### src/design/baro_pressure_temp_compensation_core_assert.svh
// Assertion macros for the barometric compensation core.
`ifndef BARO_PRESSURE_TEMP_COMPENSATION_CORE_ASSERT_SVH
`define BARO_PRESSURE_TEMP_COMPENSATION_CORE_ASSERT_SVH

// Same-cycle implication, disabled while reset is asserted.
`define BPC_ASSERT_IMPL(label, clk, rst_n, ante, cons, msg) \
  label: assert property (@(posedge clk) disable iff (!rst_n) (ante) |-> (cons)) \
    else $error(msg);

// Next-cycle implication, disabled while reset is asserted.
`define BPC_ASSERT_NEXT(label, clk, rst_n, ante, cons, msg) \
  label: assert property (@(posedge clk) disable iff (!rst_n) (ante) |=> (cons)) \
    else $error(msg);

`endif

### src/design/bpc_pkg.sv
// Types and constants shared by the barometric compensation core.
`default_nettype none
package bpc_pkg;

  localparam int TEMP_REF_CENTI  = 2000;
  localparam int TEMP_VLOW_CENTI = -1500;

  typedef enum logic [1:0] {
    LVL_NONE = 2'd0,
    LVL_LOW  = 2'd1,
    LVL_VLOW = 2'd2
  } bpc_level_t;

  typedef struct packed {
    logic [15:0] pressure_sensitivity;
    logic [15:0] pressure_offset;
    logic [15:0] sensitivity_temp_coeff;
    logic [15:0] offset_temp_coeff;
    logic [15:0] reference_temperature;
    logic [15:0] temperature_coeff;
  } bpc_cal_t;

  typedef struct packed {
    logic [23:0] raw_pressure;
    logic [23:0] raw_temperature;
  } bpc_in_t;

  typedef struct packed {
    logic signed [19:0] temperature_centi;
    logic signed [31:0] pressure_pascal;
    logic        [1:0]  correction_level;
  } bpc_out_t;

  // First-order results
  typedef struct packed {
    logic        [23:0] d1;
    logic signed [18:0] temp1;
    logic signed [17:0] dlo;
    logic signed [18:0] dvl;
    logic        [17:0] t2;
    logic signed [39:0] off1;
    logic signed [39:0] sens1;
  } bpc_fo_t;

  // Fully corrected offset and sensitivity
  typedef struct packed {
    logic        [23:0] d1;
    logic signed [19:0] temp;
    logic signed [39:0] off;
    logic signed [39:0] sens;
    bpc_level_t         level;
  } bpc_so_t;

endpackage
`default_nettype wire

### src/design/bpc_pressure.sv
// Pressure from raw reading, sensitivity and offset, via split partial products.
`default_nettype none
module bpc_pressure import bpc_pkg::*; (
  input  logic     clk,
  input  logic     rst_n,
  input  logic     in_valid,
  output logic     in_ready,
  input  bpc_so_t  in_data,
  output logic     out_valid,
  input  logic     out_ready,
  output bpc_out_t out_data
);

  logic v7_r, v8_r, v9_r;
  logic adv7, adv8, adv9;

  logic        [43:0] pp_lo_r;
  logic signed [43:0] pp_hi_r;
  logic signed [63:0] prod_r;
  logic signed [39:0] off_s7_r, off_s8_r;
  logic signed [19:0] temp_s7_r, temp_s8_r;
  bpc_level_t         level_s7_r, level_s8_r;
  bpc_out_t           out_r;

  logic signed [44:0] pp_hi_full;
  logic signed [63:0] prod_nxt;
  logic signed [43:0] diff;

  assign adv9     = !v9_r || out_ready;
  assign adv8     = !v8_r || adv9;
  assign adv7     = !v7_r || adv8;
  assign in_ready = adv7;

  assign pp_hi_full = $signed({1'b0, in_data.d1}) * $signed(in_data.sens[39:20]);
  assign prod_nxt   = $signed({pp_hi_r, 20'h00000}) + $signed({20'h00000, pp_lo_r});
  assign diff       = 44'($signed(prod_r[63:21])) - 44'(off_s8_r);

  always_ff @(posedge clk) begin
    if (!rst_n) begin
      v7_r <= 1'b0;
      v8_r <= 1'b0;
      v9_r <= 1'b0;
    end else begin
      if (adv7) v7_r <= in_valid;
      if (adv8) v8_r <= v7_r;
      if (adv9) v9_r <= v8_r;
    end
  end

  always_ff @(posedge clk) begin
    if (adv7) begin
      pp_lo_r    <= in_data.d1 * in_data.sens[19:0];
      pp_hi_r    <= pp_hi_full[43:0];
      off_s7_r   <= in_data.off;
      temp_s7_r  <= in_data.temp;
      level_s7_r <= in_data.level;
    end
    if (adv8) begin
      prod_r     <= prod_nxt;
      off_s8_r   <= off_s7_r;
      temp_s8_r  <= temp_s7_r;
      level_s8_r <= level_s7_r;
    end
    if (adv9) begin
      out_r.temperature_centi <= temp_s8_r;
      out_r.pressure_pascal   <= 32'($signed(diff[43:15]));
      out_r.correction_level  <= level_s8_r;
    end
  end

  assign out_valid = v9_r;
  assign out_data  = out_r;

endmodule
`default_nettype wire

### config.mk
export PLATFORM = sky130hd
export DESIGN_NAME = bpc_pressure
export DESIGN_NICKNAME = d
export VERILOG_FILES = /design/src/design/baro_pressure_temp_compensation_core_assert.svh /design/src/design/bpc_pkg.sv /design/src/design/bpc_pressure.sv
export SDC_FILE = /design/constraint.sdc
export NUM_CORES = 2
export LEC_CHECK = 0
export BUFFER_PORTS_ARGS = -buffer_cell sky130_fd_sc_hd__buf_2
export CAP_MARGIN = 20
export CORE_MARGIN = 1.5
export CORE_UTILIZATION = 57
export CTS_CLUSTER_DIAMETER = 200
export DETAILED_ROUTE_END_ITERATION = 12
export GPL_TIMING_DRIVEN = 0
export PLACE_DENSITY = 0.82
export SLEW_MARGIN = 20
export SYNTH_ARGS = -nofsm -noshare
export SYNTH_HDL_FRONTEND = slang
export SYNTH_SLANG_ARGS = --single-unit
### constraint.sdc
create_clock -name clk -period 8.95 [get_ports clk]
set_input_delay 1.79 -clock clk [delete_from_list [all_inputs] [get_ports clk]]
set_output_delay 1.79 -clock clk [all_outputs]
set_load 0.1 [all_outputs]
Word level (Yosys, flattened, before mapping)
Index checks and enable logic that the tools add are counted.

Reductions and logical operators: 6. $mul: 2. $add $sub $neg: 2.

Operators with widths (number): $add A64 B45 Y64 (1); $mul A24 B20 Y44 (1); $mul A25 B20 Y44 (1); $sub A43 B40 Y44 (1); $logic_not A1 Y1 (3); $logic_or A1 B1 Y1 (3).

Flip-flop bits (word level): 330. Input port bits: 130.

Logic depth before layout (Yosys ltp)
Depth in word-level cells: 4. Gate-level depth with buffers: 26. Depth with buffers taken out: 25.

Worst setup path before layout
OpenSTA, ideal clock, no wires.

Kind: in2reg. Start point: input port in_data[7] (netlist name). End point: register pp_lo_r[43] (data pin). Arrival: 7.743 ns. Setup slack: 0.946 ns. Required time: 8.689 ns. Stages: 23. Setup time: 0.261 ns. Path through: clkbuf_1 > nand2_1 > fa_1 > inv_1 > fa_1 > inv_1 > fa_1 > inv_1 > fa_1 > fa_1 > fa_1 > inv_1 > fa_1 > inv_1 > ha_1 > and4_1 > a221oi_1 > o22ai_1 > a31oi_4 > o211ai_2 > a31o_2 > a21oi_2 > xor2_1.

Cells in the longest elaborated chain, start to end: 1.

Ends and longest elaborated chain: start, declared (RTL line bpc_pressure.sv:8) `input bpc_so_t in_data,`; $mul A24 B20 Y44 (RTL line bpc_pressure.sv:52) `pp_lo_r <= in_data.d1 * in_data.sens[19:0];`; end signal, assigned (RTL line bpc_pressure.sv:52); end, declared (RTL line bpc_pressure.sv:17) `logic [43:0] pp_lo_r;`.

Every way passes these cells. A chain may end at the register's enable or synchronous reset.

Worst setup path in the final report
Start point: input port in_data[35] (netlist name). End point: register pp_hi_r[43] (data pin).

Cells in the longest elaborated chain, start to end: 1.

Ends and longest elaborated chain: $mul A25 B20 Y44 (RTL line bpc_pressure.sv:34) `assign pp_hi_full = $signed({1'b0, in_data.d1}) * $signed(in_data.sens[39:20]);`; net pp_hi_full[43] (RTL line bpc_pressure.sv:25) `logic signed [44:0] pp_hi_full;`; end signal, assigned (RTL line bpc_pressure.sv:53) `pp_hi_r <= pp_hi_full[43:0];`; end, declared (RTL line bpc_pressure.sv:18) `logic signed [43:0] pp_hi_r;`.

The timed path passes the listed nets, and every way through them passes these cells.

==> impl_metrics.toml <==
[timing]
tightest_slew_ns = 1.29
period_minus_slack_ns = 8.78
finalSetupViolations = 0
totalNegativeSetupSlack_ns = 0
hold_viol = 0
fin_ws_ns = 0.168
fin_worst_skew_ns = 0.0170
slew_headroom_pct = 13.9
period_share_pct = 98.1
clock.fmax_ghz = 0.114
drv_slew = 0
rsz0062_at_grt = "no"

[cts]
cts_sinks = 289
cts_tree = "built"
hold_buffers = 0
clock-root-buffer = "clkbuf_16"
clk_path_buf_depth = 3
clk_pin_slew_ns = 0.06
clkLatencyLatePin_ns = 0.55
htreeDepth = 1
cts-buffers-inserted = 27

[synth]
yosysSeqAreaShare_pct = 20.0
synthArstFlopShare_pct = 0
synth_cell_types = 70
synth_area_leaders = "fa_1, edfxtp_1, ha_1"
syn-num-nets = 5633
yosysTopAreaCell = "fa_1"
syn_area_per_cell_sq_um = 10.0
syn_inst = 4326
ys_ff_latch = 289
synth_ff_type = "edfxtp_1"
synth_most_common_cell = "inv_1"
syn_area_sq_um = 43300
synth-edff-count = 286
yosys_warnings = 0
synth_top_area_share_pct = 36.3
synth_common_cells = "inv_1, fa_1, nand2_1"

[place]
dp.final_hpwl_um = 98900
portBuffers = 163
placed_area_sq_um = 45400
place.gp.congestion = 1.01
pre_cts_slack_ns = -0.924

[global_routing]
track_usage_pct = 32.2
grt_overflow_total = 0
grt_pass1_vias = 32800
antenna_found_initial = 10
grt_pass1_wl_um = 187000
grt_max_degree = 58

[critical_path]
cp_max_fo = 10
end_kind = "flip-flop"
cp-start-kind = "input pin"
worstSetupPathType = "input pin to flip-flop"
required_ns = 9.22
cp.arrival_ns = 9.06

[final_layout]
design_area_sq_um = 46400
drive_above_1_share_pct = 6.04
area.growth.synth_to_final_pct = 7.14
fin_nets = 5828

[drt]
wl_per_cell_um = 22.0
num_vias = 31900
routed_via_density = 5.77
routed_wirelength_um = 122000
drc_errors = 0
first_iter_violations = 2987
drtPass1Iterations = 5
ant_nets = 0

[die]
io_pins = 186
die_w_um = 279
die_y_um = 279
start_util_pct = 57.8
dieArea_sq_um = 77600
rows = 100
coreArea_sq_um = 74800

[outcome]
status = "completed"

[min_path]
min_path_type = "flip-flop to flip-flop"

[run]
maxCapViolations = 0
==> worst max-delay path, stage by stage <==
cell and delay [ns]:
buf_2 0.26, clkbuf_1 0.68, nand2_1 0.16, fa_1 0.51, inv_1 0.05, fa_1 0.51
inv_1 0.06, fa_1 0.54, inv_1 0.05, fa_1 0.52, fa_1 0.44, fa_1 0.49
inv_1 0.05, fa_1 0.47, inv_1 0.04, ha_1 0.25, buf_2 0.16, and4_4 0.19
and3_1 0.20, a211o_1 0.31, a21oi_2 0.41, o21a_1 0.25, o21ai_1 0.15, a21o_1 0.23
mux2i_1 0.15, nand4_1 0.12
==> sequential cells by signal (all words and copies together), names as in the netlist, 20 cells and up <==
register / count
pp_lo_r: 24
out_data: 51
temp_s7_r: 20
prod_r: 43
off_s8_r: 40
temp_s8_r: 20
pp_hi_r: 44
off_s7_r: 40
==> per-layer routing <==
layer  routed length, um  global-route usage (%)
met4                7970                    16.9
met5                  64                       0
met2               53300                    50.1
met1               44900                    40.9
met3               15400                    9.24
==> cell type report <==
| type | count | area (sq um) |
|---|---|---|
| inverters | 917 | 3440 |
| clock buffers | 34 | 722 |
| multi-input cells | 2924 | 30500 |
| fillers | 6037 | 28500 |
| repair buffers | 168 | 922 |
| plain buffers | 194 | 788 |
| clock inverters | 14 | 136 |
| flip-flops and latches | 289 | 8650 |
| well taps | 969 | 1210 |
| diodes | 12 | 30.0 |
==> path summary, 6_finish.rpt <==
kind                start           end  slack (ns)  cells after the start
max           in_data[35]   pp_hi_r[43]        0.17                     26
max reg2reg    prod_r[23]  out_data[27]        5.51                     10
min reg2reg  off_s7_r[39]  off_s8_r[39]        0.41                      0
min          off_s7_r[39]  off_s8_r[39]        0.41                      0
==> timing repair <==
action,in CTS,in global routing
gates resized for setup,1,68
pin swaps,0,0
setup buffers,0,0
endpoints found under the setup margin,11,7
cloned,0,0
==> cell usage in the layout (no fill, tap or decap), drive strengths merged, types with 26 or more instances in the layout <==
cell type and instances:
a21o 71, a21oi 113, and2 462, buf 176, clkbuf 219, edfxtp 286, fa 785, ha 392
inv 920, nand2 559, nand3 34, nand4 26, nor2 69, o21ai 56, xnor2 78, xor2 59
==> cells by family (layout without fill, tap and decap cells) <==
group / Yosys count / in the layout / synth area share [%]
multiplexers: 1 / 1 / 0.0231
other: 0 / 12 / 0
buffers and inverters: 1113 / 1327 / 9.70
AO/OA/AOI/OAI: 360 / 360 / 5.54
adder cells (fa/ha/maj): 1177 / 1177 / 47.7
XOR/XNOR: 137 / 137 / 2.77
AND/OR/NAND/NOR: 1249 / 1249 / 14.3
flip-flops: 289 / 289 / 20.0
==> metrics by stage <==
step | std cells | hold WS [ns] | utilization (%)
2_1_floorplan | 4326 | 0.400 | -
3_3_place_gp | 5458 | 0.401 | 60.5
4_1_cts | 5509 | 0.412 | 61.8
6_report | 5521 | 0.414 | 62.0
5_1_grt | 5510 | 0.415 | 61.9
3_5_place_dp | 5462 | 0.405 | 60.7
Power is not shown: default switching activity piles up to over one toggle a cycle in this logic, so the estimate is an artifact.
