===== config.mk =====
export PLATFORM = sky130hd
export DESIGN_NAME = bpc_first_order
export DESIGN_NICKNAME = d
export VERILOG_FILES = /design/src/design/baro_pressure_temp_compensation_core_assert.svh /design/src/design/bpc_pkg.sv /design/src/design/bpc_first_order.sv
export SDC_FILE = /design/constraint.sdc
export NUM_CORES = 2
export LEC_CHECK = 0
export ABC_AREA = 1
export ABC_CLOCK_PERIOD_IN_PS = 19100
export BUFFER_PORTS_ARGS = -buffer_cell sky130_fd_sc_hd__buf_2
export CAP_MARGIN = 5
export CORE_ASPECT_RATIO = 1.75
export CORE_MARGIN = 3
export CORE_UTILIZATION = 59
export CTS_CLUSTER_SIZE = 25
export DETAILED_ROUTE_END_ITERATION = 16
export GPL_ROUTABILITY_DRIVEN = 0
export HOLD_SLACK_MARGIN = 0.08
export MAX_ROUTING_LAYER = met4
export PLACE_DENSITY = 0.77
export SLEW_MARGIN = 20
export SYNTH_ARGS = -nofsm -noshare
export SYNTH_HDL_FRONTEND = slang
export SYNTH_SLANG_ARGS = --single-unit

===== constraint.sdc =====
create_clock -name clk -period 19.1 [get_ports clk]
set_input_delay 0.955 -clock clk [delete_from_list [all_inputs] [get_ports clk]]
set_output_delay 0.955 -clock clk [all_outputs]
set_load 0.03 [all_outputs]

===== src/design/baro_pressure_temp_compensation_core_assert.svh =====
// Assertion macros for the barometric compensation core.
`ifndef BARO_PRESSURE_TEMP_COMPENSATION_CORE_ASSERT_SVH
`define BARO_PRESSURE_TEMP_COMPENSATION_CORE_ASSERT_SVH

// Same-cycle implication, disabled while reset is asserted.
`define BPC_ASSERT_IMPL(label, clk, rst_n, ante, cons, msg) \
  label: assert property (@(posedge clk) disable iff (!rst_n) (ante) |-> (cons)) \
    else $error(msg);

// Next-cycle implication, disabled while reset is asserted.
`define BPC_ASSERT_NEXT(label, clk, rst_n, ante, cons, msg) \
  label: assert property (@(posedge clk) disable iff (!rst_n) (ante) |=> (cons)) \
    else $error(msg);

`endif


===== src/design/bpc_pkg.sv =====
// Types and constants shared by the barometric compensation core.
`default_nettype none
package bpc_pkg;

  localparam int TEMP_REF_CENTI  = 2000;
  localparam int TEMP_VLOW_CENTI = -1500;

  typedef enum logic [1:0] {
    LVL_NONE = 2'd0,
    LVL_LOW  = 2'd1,
    LVL_VLOW = 2'd2
  } bpc_level_t;

  typedef struct packed {
    logic [15:0] pressure_sensitivity;
    logic [15:0] pressure_offset;
    logic [15:0] sensitivity_temp_coeff;
    logic [15:0] offset_temp_coeff;
    logic [15:0] reference_temperature;
    logic [15:0] temperature_coeff;
  } bpc_cal_t;

  typedef struct packed {
    logic [23:0] raw_pressure;
    logic [23:0] raw_temperature;
  } bpc_in_t;

  typedef struct packed {
    logic signed [19:0] temperature_centi;
    logic signed [31:0] pressure_pascal;
    logic        [1:0]  correction_level;
  } bpc_out_t;

  // First-order results
  typedef struct packed {
    logic        [23:0] d1;
    logic signed [18:0] temp1;
    logic signed [17:0] dlo;
    logic signed [18:0] dvl;
    logic        [17:0] t2;
    logic signed [39:0] off1;
    logic signed [39:0] sens1;
  } bpc_fo_t;

  // Fully corrected offset and sensitivity
  typedef struct packed {
    logic        [23:0] d1;
    logic signed [19:0] temp;
    logic signed [39:0] off;
    logic signed [39:0] sens;
    bpc_level_t         level;
  } bpc_so_t;

endpackage
`default_nettype wire


===== src/design/bpc_first_order.sv =====
// First-order compensation: dT, coefficient products, base offset and sensitivity.
`default_nettype none
module bpc_first_order import bpc_pkg::*; (
  input  logic     clk,
  input  logic     rst_n,
  input  bpc_cal_t cal,
  input  logic     in_valid,
  output logic     in_ready,
  input  bpc_in_t  in_data,
  output logic     out_valid,
  input  logic     out_ready,
  output bpc_fo_t  out_data
);

  logic v1_r, v2_r, v3_r;
  logic adv1, adv2, adv3;

  logic        [23:0] d1_s1_r, d1_s2_r;
  logic signed [24:0] dt_r;
  logic signed [41:0] m_t_r, m_off_r, m_sens_r;
  logic signed [49:0] m_sq_r;
  bpc_fo_t            fo_r;

  logic signed [24:0] dt_nxt;
  logic signed [17:0] dlo;
  bpc_fo_t            fo_nxt;

  assign adv3     = !v3_r || out_ready;
  assign adv2     = !v2_r || adv3;
  assign adv1     = !v1_r || adv2;
  assign in_ready = adv1;

  assign dt_nxt = $signed({1'b0, in_data.raw_temperature})
                - $signed({1'b0, cal.reference_temperature, 8'h00});

  assign dlo = m_t_r[40:23];

  always_comb begin
    fo_nxt       = '0;
    fo_nxt.d1    = d1_s2_r;
    fo_nxt.dlo   = dlo;
    fo_nxt.temp1 = 19'(dlo) + 19'(TEMP_REF_CENTI);
    fo_nxt.dvl   = 19'(dlo) + 19'(TEMP_REF_CENTI - TEMP_VLOW_CENTI);
    fo_nxt.t2    = m_sq_r[48:31];
    fo_nxt.off1  = $signed({8'h00, cal.pressure_offset, 16'h0000})
                 + 40'($signed(m_off_r[41:7]));
    fo_nxt.sens1 = $signed({9'h000, cal.pressure_sensitivity, 15'h0000})
                 + 40'($signed(m_sens_r[41:8]));
  end

  always_ff @(posedge clk) begin
    if (!rst_n) begin
      v1_r <= 1'b0;
      v2_r <= 1'b0;
      v3_r <= 1'b0;
    end else begin
      if (adv1) v1_r <= in_valid;
      if (adv2) v2_r <= v1_r;
      if (adv3) v3_r <= v2_r;
    end
  end

  always_ff @(posedge clk) begin
    if (adv1) begin
      d1_s1_r <= in_data.raw_pressure;
      dt_r    <= dt_nxt;
    end
    if (adv2) begin
      d1_s2_r  <= d1_s1_r;
      m_t_r    <= dt_r * $signed({1'b0, cal.temperature_coeff});
      m_off_r  <= dt_r * $signed({1'b0, cal.offset_temp_coeff});
      m_sens_r <= dt_r * $signed({1'b0, cal.sensitivity_temp_coeff});
      m_sq_r   <= dt_r * dt_r;
    end
    if (adv3) begin
      fo_r <= fo_nxt;
    end
  end

  assign out_valid = v3_r;
  assign out_data  = fo_r;

endmodule
`default_nettype wire


* Word level (Yosys, flattened, before mapping)
Cells that the tools add are included.
** Cells by class
- Add/subtract/negate cells :: 5
- Multipliers :: 4
- Divide/modulo/power cells :: 0
- Order comparisons :: 0
- Equality and inequality tests :: 0
- Shifts and indexed selects :: 0
- Mux-type cells :: 0
- Bitwise operators :: 0
- Reductions and logical operators :: 6
** Operators with widths (number)
- $mul A25 B17 Y42 :: 2
- $mul A25 B25 Y49 :: 1
- $mul A25 B17 Y41 :: 1
- $add A33 B35 Y36 :: 1
- $add A32 B34 Y35 :: 1
- $sub A24 B24 Y25 :: 1
- $add A18 B12 Y19 const B :: 1
- $add A18 B13 Y19 const B :: 1
- $logic_not A1 Y1 :: 3
- $logic_or A1 B1 Y1 :: 3
** Word-level totals
- Bits in registers :: 428
- Latch bits :: 0
- Memory bits (writable) :: 0
- Memory bits (read-only) :: 0
- Input bits :: 148
- Output and inout bits :: 180
- Word-level logic and storage cells :: 32
- Memories :: 0

* Logic depth before layout (Yosys ltp)
- Word-level depth :: 4
- Gate-level depth with buffers :: 30
- Mapped depth without buffers :: 28

* Worst setup path after synthesis
No wires, ideal clock.
- Kind :: input -> register
- From :: input port out_ready
- To :: register d1_s2_r[0], enable pin
- Library setup time :: 0.481 ns
- Data arrival time :: 7.419 ns
- Data required time :: 18.619 ns
- Slack :: 11.200 ns
- Cell stages on the path :: 4
- Buffers on the path :: 0
- Cells stage by stage :: inv_1 > nand2_1 > nor2_1 > inv_1
** Between the ends
- Cells in the longest elaborated chain, start to end :: 2
** Ends and longest elaborated chain
- from (decl) :: line bpc_first_order.sv:11 : input logic out_ready,
- $logic_or A1 B1 Y1 :: line bpc_first_order.sv:28 : assign adv3 = !v3_r || out_ready;
- named net adv3 :: line bpc_first_order.sv:16 : logic adv1, adv2, adv3;
- $logic_or A1 B1 Y1 :: line bpc_first_order.sv:29 : assign adv2 = !v2_r || adv3;
- named net adv2 :: line bpc_first_order.sv:16
- to (signal assigned) :: line bpc_first_order.sv:69 : d1_s2_r <= d1_s1_r;
- to (decl) :: line bpc_first_order.sv:18 : logic [23:0] d1_s1_r, d1_s2_r;
The timed path passes the listed nets, and every way through them passes these cells.
A chain may end at the register's enable or synchronous reset.

* Worst setup path in the final report
- From :: register dt_r[24]
- To :: register m_sq_r[48] (data pin)
** Between the ends
- Cells in the longest elaborated chain, start to end :: 1
** Ends and longest elaborated chain
- from (decl) :: line bpc_first_order.sv:19 : logic signed [24:0] dt_r;
- from (signal assigned) :: line bpc_first_order.sv:66 : dt_r <= dt_nxt;
- $mul A25 B25 Y49 :: line bpc_first_order.sv:73 : m_sq_r <= dt_r * dt_r;
- to (signal assigned) :: line bpc_first_order.sv:73
- to (decl) :: line bpc_first_order.sv:21 : logic signed [49:0] m_sq_r;
Every way passes these cells.

==> results.json <==
{
  "status": "finished clean",
  "path_max_fanout": 48,
  "ant_nets": 0,
  "fin_area_um2": 84100,
  "fill_cells": 11300,
  "setup-tns-final_ns": 0,
  "ys_top_cells_by_area": "fa_1 44%, inv_1 14%, edfxtp_1 13%, nand2_1 11%, ha_1 7.8%",
  "crit_arrival_ns": 8.21,
  "post_synth.cell_area_avg_um2": 8.45,
  "wl_um": 213000,
  "clock_latency_ns": 0.63,
  "die_h_um": 493,
  "drive_above_1_share_pct": 5.34,
  "max_freq_mhz": 128,
  "min_path_type": "flop to flop",
  "synth_top_area_cell": "fa_1",
  "rows": 178,
  "netlist_area_um2": 79900,
  "core-area_um2": 135000,
  "antenna_found_initial": 21,
  "endpoint_kind": "flop",
  "finalClockSkew_ns": 0.0621,
  "period_share_pct": 41.0,
  "drc": 0,
  "initial_core_util_pct": 59.4,
  "drv_cap": 0,
  "place_hpwl_um": 169000,
  "setup_viol": 0,
  "postCtsSetupBuffers": 0,
  "dr.pass1.iters": 9,
  "grt_overflow": 0,
  "worst-setup-path-type": "flop to flop",
  "clockBufferDepth": 3,
  "tightest_slew_ns": 1.13,
  "post-route-min-period_ns": 7.84,
  "clock-root-buffer": "clkbuf_16",
  "placement.cell_area_um2": 82800,
  "yosysTopAreaCellShare_pct": 44.2,
  "place.port_buffers": 327,
  "hold_viol": 0,
  "worst_slack_ns": 11.26,
  "clk_pin_slew_ns": 0.08,
  "grt_pass1_wl_um": 345000,
  "cts_max_level": 2,
  "crit_required_ns": 19.47,
  "grt_use_total_pct": 32.3,
  "relSlewSlack_pct": 24.7,
  "yosys_warnings": 0,
  "synthCells": 9459,
  "dieArea_um2": 140000,
  "grt_max_degree": 119,
  "syn_nets": 11900,
  "hold_ws_ns": 0.390,
  "final_common_cell": "inv_1",
  "mostFrequentLayoutCells": "2922 x inv_1, 2261 x nand2_1, 1763 x fa_1",
  "routedWlPerCell_um": 18.7,
  "critPathLaunchType": "flop",
  "hold_buffers": 0,
  "numCtsBuffers": 36,
  "rsz0062_at_grt": "false",
  "synth_cell_types": 48,
  "layout.nets": 11900,
  "cts_sinks": 344,
  "pre_cts_slack_ns": 11.32,
  "syn2layout_area_growth_pct": 5.22,
  "drt_iter0_drc": 4048,
  "grt_pass1_vias": 69200,
  "io_pins": 328,
  "viasPerCell": 5.44,
  "die_w_um": 284,
  "synth_seq_cells": 344,
  "cts_resized": 0,
  "ys_seq_area_share_pct": 12.9,
  "dr_total_vias": 61900,
  "maxSlewViolCount": 0,
  "cts_tree": "built"
}
==> area by class of cell <==
cell class,count,area [um^2],area share (%)
Sequential cell,344,10300,12.2
Antenna cell,19,47.5,0.0565
Clock inverter,27,290,0.345
Timing Repair Buffer,381,2050,2.44
Tap cell,1800,2250,2.68
Inverter,2930,11000,13.1
Clock buffer,38,908,1.08
Multi-Input combinational cell,5828,57200,68.1
==> sequential cells by signal, summed over array words and instances, names as in the netlist <==
signal,count
out_data,163
d1_s2_r,24
m_t_r,18
out_valid,1
m_off_r,35
v1_r,1
v2_r,1
dt_r,25
m_sens_r,34
d1_s1_r,24
m_sq_r,18
==> per-stage QoR <==
step                      cells  utilization, %
after CTS                 11300            62.5
after detailed placement  11300            61.6
after global routing      11400            62.5
final                     11400            62.5
after floorplan            9459               -
after global placement    11300            61.6
==> synthesized netlist by cell type (all sizes together) <==
master,count
inv,2930
o2111ai,1
nand2b,1
and2,1
nor2,357
and3,4
nand4,44
nand3b,8
o21ai,142
nor4,9
clkbuf,313
a31oi,12
edfxtp,341
o21a,13
a21boi,11
a31o,1
nand3,151
nor3,38
buf,44
o21bai,29
xnor2,51
a211oi,1
o211ai,2
dfxtp,3
or2,9
nor3b,1
a21o,25
a21oi,265
xor2,113
nand2,2276
ha,500
fa,1763
==> final timing paths <==
path / slack, ns / start / endpoint / depth (start not counted)
worst min-delay path: 0.39 / m_off_r[18]$_DFFE_PP_ / out_data[51]$_DFFE_PP_ / 0
worst max register to register: 11.26 / dt_r[24]$_DFFE_PP_ / m_sq_r[48]$_DFFE_PP_ / 26
worst max-delay path: 11.26 / dt_r[24]$_DFFE_PP_ / m_sq_r[48]$_DFFE_PP_ / 26
worst min register to register: 0.39 / m_off_r[18]$_DFFE_PP_ / out_data[51]$_DFFE_PP_ / 0
==> cells by family after synthesis <==
group	count (synthesis)	synth area share, %
AOI/OAI and AO/OA	502	3.47
xor gates and xnor gates	164	1.80
adders and majority gates	2263	52.0
buffers and inverters	3287	15.5
DFF	344	12.9
and+or+nand+nor	2899	14.3
==> layer usage <==
metal / GRT usage [%] / part of all wire [%] / up-vias
met5: - / 0 / -
met1: 34.5 / 33 / 30500
met2: 56.0 / 51 / 3130
met4: 20.7 / 7.9 / 0
met3: 4.93 / 7.7 / 1190
li1: - / - / 27100
==> critical path, stage by stage, from the launching register on <==
cell and delay, ns:
edfxtp_1 0.33, buf_4 0.38, buf_4 0.67, nand2_1 0.22, inv_1 0.13, fa_1 0.56, fa_1 0.60, fa_1 0.87
inv_1 0.22, fa_1 0.53, inv_1 0.06, fa_1 0.53, inv_1 0.05, fa_1 0.41, fa_1 0.54, inv_1 0.04
ha_1 0.35, nand2_1 0.09, nor3_1 0.24, inv_1 0.07, nor2_1 0.15, nand2_1 0.10, inv_1 0.07, nand2_1 0.06
and2_0 0.15, nand3_1 0.06, nand2_1 0.05
Power is left out: the tool's default activity adds up to more than one toggle a clock period on the data nets, which glitch-free logic cannot reach.
