**config.mk**
```make
export PLATFORM = sky130hd
export DESIGN_NAME = bpc_second_order
export DESIGN_NICKNAME = d
export VERILOG_FILES = /design/src/design/baro_pressure_temp_compensation_core_assert.svh /design/src/design/bpc_pkg.sv /design/src/design/bpc_second_order.sv
export SDC_FILE = /design/constraint.sdc
export NUM_CORES = 2
export LEC_CHECK = 0
export BUFFER_PORTS_ARGS = -buffer_cell sky130_fd_sc_hd__buf_2
export CAP_MARGIN = 10
export CORE_MARGIN = 3
export CORE_UTILIZATION = 63
export CTS_BUF_LIST = sky130_fd_sc_hd__clkbuf_4 sky130_fd_sc_hd__clkbuf_8 sky130_fd_sc_hd__clkbuf_16
export CTS_CLUSTER_SIZE = 25
export DETAILED_ROUTE_END_ITERATION = 16
export PLACE_DENSITY = 0.86
export SLEW_MARGIN = 20
export SYNTH_ARGS = -nofsm -noshare
export SYNTH_HDL_FRONTEND = slang
export SYNTH_SLANG_ARGS = --single-unit
export TNS_END_PERCENT = 10
```
**constraint.sdc**
```tcl
create_clock -name clk -period 10.8 [get_ports clk]
set_input_delay 0.54 -clock clk [delete_from_list [all_inputs] [get_ports clk]]
set_output_delay 0.54 -clock clk [all_outputs]
set_load 0.01 [all_outputs]
```
**src/design/baro_pressure_temp_compensation_core_assert.svh**
```systemverilog
// Assertion macros for the barometric compensation core.
`ifndef BARO_PRESSURE_TEMP_COMPENSATION_CORE_ASSERT_SVH
`define BARO_PRESSURE_TEMP_COMPENSATION_CORE_ASSERT_SVH

// Same-cycle implication, disabled while reset is asserted.
`define BPC_ASSERT_IMPL(label, clk, rst_n, ante, cons, msg) \
  label: assert property (@(posedge clk) disable iff (!rst_n) (ante) |-> (cons)) \
    else $error(msg);

// Next-cycle implication, disabled while reset is asserted.
`define BPC_ASSERT_NEXT(label, clk, rst_n, ante, cons, msg) \
  label: assert property (@(posedge clk) disable iff (!rst_n) (ante) |=> (cons)) \
    else $error(msg);

`endif

```
**src/design/bpc_pkg.sv**
```systemverilog
// Types and constants shared by the barometric compensation core.
`default_nettype none
package bpc_pkg;

  localparam int TEMP_REF_CENTI  = 2000;
  localparam int TEMP_VLOW_CENTI = -1500;

  typedef enum logic [1:0] {
    LVL_NONE = 2'd0,
    LVL_LOW  = 2'd1,
    LVL_VLOW = 2'd2
  } bpc_level_t;

  typedef struct packed {
    logic [15:0] pressure_sensitivity;
    logic [15:0] pressure_offset;
    logic [15:0] sensitivity_temp_coeff;
    logic [15:0] offset_temp_coeff;
    logic [15:0] reference_temperature;
    logic [15:0] temperature_coeff;
  } bpc_cal_t;

  typedef struct packed {
    logic [23:0] raw_pressure;
    logic [23:0] raw_temperature;
  } bpc_in_t;

  typedef struct packed {
    logic signed [19:0] temperature_centi;
    logic signed [31:0] pressure_pascal;
    logic        [1:0]  correction_level;
  } bpc_out_t;

  // First-order results
  typedef struct packed {
    logic        [23:0] d1;
    logic signed [18:0] temp1;
    logic signed [17:0] dlo;
    logic signed [18:0] dvl;
    logic        [17:0] t2;
    logic signed [39:0] off1;
    logic signed [39:0] sens1;
  } bpc_fo_t;

  // Fully corrected offset and sensitivity
  typedef struct packed {
    logic        [23:0] d1;
    logic signed [19:0] temp;
    logic signed [39:0] off;
    logic signed [39:0] sens;
    bpc_level_t         level;
  } bpc_so_t;

endpackage
`default_nettype wire

```
**src/design/bpc_second_order.sv**
```systemverilog
// Low-temperature corrections to temperature, offset and sensitivity.
`default_nettype none
module bpc_second_order import bpc_pkg::*; (
  input  logic    clk,
  input  logic    rst_n,
  input  logic    in_valid,
  output logic    in_ready,
  input  bpc_fo_t in_data,
  output logic    out_valid,
  input  logic    out_ready,
  output bpc_so_t out_data
);

  logic v4_r, v5_r, v6_r;
  logic adv4, adv5, adv6;

  // stage 4
  logic        [23:0] d1_s4_r;
  logic signed [18:0] temp1_r;
  logic        [17:0] t2_r;
  logic signed [39:0] off1_s4_r, sens1_s4_r;
  logic        [33:0] sq_lo_r;
  logic        [34:0] sq_vl_r;
  logic               low_r, vlow_r;

  // stage 5
  logic        [23:0] d1_s5_r;
  logic signed [19:0] temp_s5_r;
  logic signed [39:0] off1_s5_r, sens1_s5_r;
  logic        [38:0] off2_r, sens2_r;
  bpc_level_t         level_s5_r;

  bpc_so_t so_r;

  logic signed [35:0] sq_lo_full;
  logic signed [37:0] sq_vl_full;
  logic        [36:0] lo5;
  logic        [38:0] vl7, vl11;
  logic        [38:0] off2_nxt, sens2_nxt;
  logic signed [19:0] temp_nxt;
  bpc_level_t         level_nxt;

  assign adv6     = !v6_r || out_ready;
  assign adv5     = !v5_r || adv6;
  assign adv4     = !v4_r || adv5;
  assign in_ready = adv4;

  assign sq_lo_full = in_data.dlo * in_data.dlo;
  assign sq_vl_full = in_data.dvl * in_data.dvl;

  assign lo5  = 37'(sq_lo_r) * 37'd5;
  assign vl7  = 39'(sq_vl_r) * 39'd7;
  assign vl11 = 39'(sq_vl_r) * 39'd11;

  always_comb begin
    off2_nxt  = '0;
    sens2_nxt = '0;
    temp_nxt  = 20'(temp1_r);
    level_nxt = LVL_NONE;
    if (low_r) begin
      off2_nxt  = 39'(lo5[36:1]);
      sens2_nxt = 39'(lo5[36:2]);
      temp_nxt  = 20'(temp1_r) - $signed({2'b00, t2_r});
      level_nxt = LVL_LOW;
      if (vlow_r) begin
        off2_nxt  = 39'(lo5[36:1]) + vl7;
        sens2_nxt = 39'(lo5[36:2]) + 39'(vl11[38:1]);
        level_nxt = LVL_VLOW;
      end
    end
  end

  always_ff @(posedge clk) begin
    if (!rst_n) begin
      v4_r <= 1'b0;
      v5_r <= 1'b0;
      v6_r <= 1'b0;
    end else begin
      if (adv4) v4_r <= in_valid;
      if (adv5) v5_r <= v4_r;
      if (adv6) v6_r <= v5_r;
    end
  end

  always_ff @(posedge clk) begin
    if (adv4) begin
      d1_s4_r    <= in_data.d1;
      temp1_r    <= in_data.temp1;
      t2_r       <= in_data.t2;
      off1_s4_r  <= in_data.off1;
      sens1_s4_r <= in_data.sens1;
      sq_lo_r    <= sq_lo_full[33:0];
      sq_vl_r    <= sq_vl_full[34:0];
      low_r      <= in_data.dlo[17];
      vlow_r     <= in_data.dvl[18];
    end
    if (adv5) begin
      d1_s5_r    <= d1_s4_r;
      temp_s5_r  <= temp_nxt;
      off1_s5_r  <= off1_s4_r;
      sens1_s5_r <= sens1_s4_r;
      off2_r     <= off2_nxt;
      sens2_r    <= sens2_nxt;
      level_s5_r <= level_nxt;
    end
    if (adv6) begin
      so_r.d1    <= d1_s5_r;
      so_r.temp  <= temp_s5_r;
      so_r.off   <= off1_s5_r - $signed({1'b0, off2_r});
      so_r.sens  <= sens1_s5_r - $signed({1'b0, sens2_r});
      so_r.level <= level_s5_r;
    end
  end

  assign out_valid = v6_r;
  assign out_data  = so_r;

endmodule
`default_nettype wire

```
Word level (Yosys, flattened, before mapping)
Cells that the tools add are included.
W data, S select, Z words.
{"block": "classes", "n_addsub": 5, "n_mul": 5, "n_mux": 4, "reduce_logical": 7}
{"cell": "$sub A40 B40 Y40", "count": 2}
{"cell": "$add A35 B38 Y39", "count": 1}
{"cell": "$add A36 B38 Y39", "count": 1}
{"cell": "$mul A35 B4 Y39 const B", "count": 1}
{"cell": "$mul A35 B3 Y38 const B", "count": 1}
{"cell": "$mul A34 B3 Y37 const B", "count": 1}
{"cell": "$mux W36", "count": 1}
{"cell": "$mul A19 B19 Y35", "count": 1}
{"cell": "$mux W35", "count": 1}
{"cell": "$mul A18 B18 Y34", "count": 1}
{"cell": "$mux W20", "count": 1}
{"cell": "$sub A19 B19 Y20", "count": 1}
{"cell": "$logic_not A1 Y1", "count": 3}
{"cell": "$logic_or A1 B1 Y1", "count": 3}
{"cell": "$mux W2", "count": 1}
{"cell": "$reduce_and A2 Y1", "count": 1}
{"block": "word_totals", "ff_bits": 545, "inputBits": 182, "output_inout_bits": 128, "elab_cells": 47}

Depth between registers and ports, before layout
{"block": "depth", "depth_word": 4, "mapped_depth": 28, "ltp_nobuf": 27}

Least setup slack after synthesis
OpenSTA, ideal clock, no wires.
{"block": "synth_timing", "path_kind": "input to register", "start": "input port out_ready", "end": "register d1_s4_r[0] (enable)", "setup_time_ns": 2.214, "t_arrival_ns": 5.528, "t_required_ns": 8.586, "setup_slack_ns": 3.058, "cell_stages": 2, "path_cell_list": "nor2b_1 -> nand3_1"}
{"block": "synth_via", "elab_chain_len": 3}
{"element": "start, declared", "line_no": "bpc_second_order.sv:10", "rtl": "input logic out_ready,"}
{"element": "$logic_or A1 B1 Y1", "line_no": "bpc_second_order.sv:43", "rtl": "assign adv6 = !v6_r || out_ready;"}
{"element": "$logic_or A1 B1 Y1", "line_no": "bpc_second_order.sv:44", "rtl": "assign adv5 = !v5_r || adv6;"}
{"element": "$logic_or A1 B1 Y1", "line_no": "bpc_second_order.sv:45", "rtl": "assign adv4 = !v4_r || adv5;"}
{"element": "named net in_ready", "line_no": "bpc_second_order.sv:7", "rtl": "output logic in_ready,"}
{"element": "end signal, assigned", "line_no": "bpc_second_order.sv:87", "rtl": "d1_s4_r <= in_data.d1;"}
{"element": "end, declared", "line_no": "bpc_second_order.sv:18", "rtl": "logic [23:0] d1_s4_r;"}
The timed path passes the listed nets, and every way through them passes these cells.
A chain may end at the register's enable or synchronous reset.

Worst setup path after layout
{"block": "layout_timing", "start": "input port in_data[107] (netlist name)", "end": "register sq_vl_r[31] (data pin)"}
{"block": "layout_via", "elab_chain_len": 1}
{"element": "start, declared", "line_no": "bpc_second_order.sv:8", "rtl": "input bpc_fo_t in_data,"}
{"element": "$mul A19 B19 Y35", "line_no": "bpc_second_order.sv:49", "rtl": "assign sq_vl_full = in_data.dvl * in_data.dvl;"}
{"element": "named net sq_vl_full[31]", "line_no": "bpc_second_order.sv:36", "rtl": "logic signed [37:0] sq_vl_full;"}
{"element": "end signal, assigned", "line_no": "bpc_second_order.sv:93", "rtl": "sq_vl_r <= sq_vl_full[34:0];"}
{"element": "end, declared", "line_no": "bpc_second_order.sv:23", "rtl": "logic [34:0] sq_vl_r;"}
The timed path passes the listed nets, and every way through them passes these cells.

==> results.py <==
metrics = {
    "outcome": {
        "status": "finished, final reports clean",
    },
    "logic_synthesis": {
        "yosysTopAreaCellShare_pct": 29.8,
        "synth.most_common_cell": "inv_1",
        "yosys.area.top_type": "edfxtp_1",
        "synth_area_leaders": "edfxtp_1 30%, fa_1 26%, ha_1 12%, inv_1 8.3%, xnor2_1 3.2%",
        "synth-edff-count": 539,
        "synth-main-ff-cell": "edfxtp_1",
        "syn_area_per_cell_sq_um": 10.6,
        "ys_ff_latch": 542,
        "synthAdderAreaFrac_pct": 37.8,
        "yosys_warnings": 0,
        "synthesis.area_sq_mm": 0.0542,
        "ys_types": 92,
        "synthTopCellsByCount": "1192 x inv_1, 698 x fa_1, 539 x edfxtp_1",
        "yosys-mux-area-fraction_pct": 0.282,
        "synthSimpleGateAreaFrac_pct": 8.30,
        "synthCells": 5106,
        "synth_compound_area_share_pct": 9.97,
        "async_reset_ff_share_pct": 0,
        "seq_area_frac_synth_pct": 30.0,
        "synth-xor-area-share_pct": 4.83,
        "synth_top_family_by_area": "adder cells",
    },
    "cts": {
        "cts_setup_buffers": 0,
        "path_clk_slew_ps": 70,
        "cts_buffer_depth": 3,
        "cts_made_buffers": 53,
        "clk_latency_ps": 620,
        "cts_root_buffer": "clkbuf_16",
        "ctsHoldBuffers": 0,
        "numClockSinks": 542,
        "htreeDepth": 2,
        "cts_resized": 0,
        "cts_tree": "built",
    },
    "hold_path": {
        "whs_path_depth": 1,
        "min_to": "off1_s4_r[22]$_DFFE_PP_",
        "hp-start": "in_data[62]",
        "min_path_type": "input port to flip-flop",
    },
    "finish": {
        "nets": 6798,
        "fillers": 5949,
        "multi_input_area_sq_mm": 0.0332,
        "fin_area_sq_mm": 0.0588,
        "drive_above_1_share_pct": 8.51,
        "sequential_cell_area_sq_mm": 0.0162,
        "area_delta_synth_final_pct": 8.41,
    },
    "critical_path": {
        "r2r-end": "sens2_r[37]$_SDFFCE_PN0P_",
        "start_kind": "input port",
        "rrSetupSlack_ps": 4040,
        "ff2ff_path_depth": 27,
        "r2r_start": "sq_vl_r[2]$_DFFE_PP_",
        "cp.required_ps": 11170,
        "end_kind": "flip-flop",
        "arrival_ps": 7730,
        "crit_type": "input port to flip-flop",
        "path_max_fanout": 20,
    },
    "timing": {
        "fmax_mhz": 136,
        "skew_ps": 41.6,
        "tightest_slew_ps": 1020,
        "hold_violations": 0,
        "relSlewSlack_pct": 32.0,
        "finalCriticalPeriod_ps": 7360,
        "grt_setup_unrepaired": "no",
        "maxSlewViolCount": 0,
        "finalCritPeriodShare_pct": 68.1,
        "setup_violations": 0,
        "fin_tns_setup_ps": 0,
    },
    "global_route": {
        "grt_pass1_wl_mm": 194,
        "grt_pass1_vias": 38800,
        "grtUsageTotal_pct": 26.9,
        "use_met1_pct": 36.0,
        "grt_antenna_before_repair": 2,
        "grt_max_degree": 179,
        "grtUsageMet2_pct": 46.8,
        "met3_usage_pct": 3.13,
        "grt_most_used_layer": "met2",
        "grt_overflow_total": 0,
    },
    "drt": {
        "vias_per_cell": 5.56,
        "wirelength_mm": 117,
        "num_vias": 36600,
        "firstDrtPassIters": 6,
        "drt_iter0_markers": 2595,
        "drt-wirelength-per-cell_microns": 17.8,
        "postRouteAntennaNets": 0,
        "drc": 0,
    },
    "die": {
        "die_w_microns": 299,
        "ios": 310,
        "die_y_microns": 299,
        "core_region_area_sq_mm": 0.0845,
        "start_util_pct": 64.2,
        "die_area_sq_mm": 0.0896,
        "rows": 106,
    },
    "placement": {
        "dp_hpwl_mm": 94.0,
        "io_buffers": 309,
        "dpl-instance-area_sq_mm": 0.0570,
        "gp_congestion": 0.967,
    },
    "flow_run": {
        "cap_viol_max_count": 0,
    },
}
==> per-stage QoR <==
stage               setup WS, ps  hold WS [ps]  utilization [%]  cells
finish                      3440          95.9             69.6   6578
global route                3260          86.1             69.6   6576
global placement            3200           400             67.4   6475
floorplan                   3060           400                -   5109
detailed placement          2960           405             67.4   6475
CTS                         3590          71.3             69.6   6575
==> kinds of logic (layout without fill, tap and decap cells) <==
logic type                 Yosys count  count (layout)
AOI/OAI and AO/OA                  822             822
xor gates and xnor gates           299             299
adders and majority gates         1220            1220
buffers and inverters             1277            1609
DFF                                542             542
muxes                               14              14
other                                1               7
and+or+nand+nor                    931             931
==> state kept, by name, summed over array words and instances (netlist names), 20 cells and up <==
signal      count
d1_s5_r        24
d1_s4_r        24
sens1_s5_r     40
sens2_r        38
sq_lo_r        33
temp_s5_r      20
sens1_s4_r     40
off2_r         39
sq_vl_r        34
off1_s5_r      40
out_data      126
off1_s4_r      40
==> layout make-up <==
| class | instances | area share (%) |
|---|---|---|
| Antenna cell | 3 | 0.0128 |
| Inverter | 1193 | 7.63 |
| Clock inverter | 36 | 0.666 |
| Clock buffer | 64 | 2.40 |
| Timing Repair Buffer | 316 | 2.74 |
| Multi-Input combinational cell | 3290 | 56.5 |
| Tap cell | 1134 | 2.41 |
| Sequential cell | 542 | 27.6 |
==> worst max-delay path: stages <==
cell and delay [ps]:
buf_2 380, and2_1 280, fa_1 460, fa_1 520, inv_1 50, fa_1 500, inv_1 60, fa_1 520
inv_1 60, fa_1 530, inv_1 50, fa_1 360, ha_1 310, ha_1 360, a211o_1 330, a211oi_1 420
o21ai_0 220, a221oi_1 580, a21oi_1 270, a41oi_1 330, o2bb2ai_1 220, o21bai_1 100, a21oi_1 180, xnor2_1 80
==> cell usage in the layout, fill, tap and decap left out, types with 26 or more instances in the layout <==
| master | count |
|---|---|
| inv_1 | 1191 |
| fa_1 | 698 |
| edfxtp_1 | 539 |
| ha_1 | 522 |
| nand2_1 | 312 |
| buf_2 | 309 |
| a21oi_1 | 253 |
| xnor2_1 | 199 |
| nor2_1 | 198 |
| a21o_1 | 143 |
| and2_1 | 131 |
| o21ai_0 | 127 |
| xor2_1 | 100 |
| nor2b_1 | 55 |
| o21a_1 | 55 |
| nand2b_1 | 55 |
| clkbuf_16 | 53 |
| nand3_1 | 46 |
| o21bai_1 | 43 |
| nor3_1 | 39 |
| a211oi_1 | 26 |
==> how the worst max path moves through the flow <==
stage | from | endpoint | slack (ps) | depth (start not counted)
2_1_floorplan | out_ready | d1_s4_r[0]$_DFFE_PP_ | 3060 | 2
3_3_place_gp | in_data[107] | sq_vl_r[31]$_DFFE_PP_ | 3200 | 24
3_5_place_dp | in_data[107] | sq_vl_r[31]$_DFFE_PP_ | 2960 | 24
4_1_cts | in_data[107] | sq_vl_r[31]$_DFFE_PP_ | 3590 | 24
5_1_grt | in_data[107] | sq_vl_r[31]$_DFFE_PP_ | 3260 | 24
6_report | in_data[107] | sq_vl_r[31]$_DFFE_PP_ | 3440 | 24
==> metal layers <==
metal | vias up | wire, microns
li1 | 17100 | -
met1 | 18000 | 48500
met2 | 1289 | 58000
met3 | 192 | 7920
met4 | 2 | 2990
met5 | - | 7
Power is not shown: default switching activity piles up to over one toggle a cycle in this logic, so the estimate is an artifact.
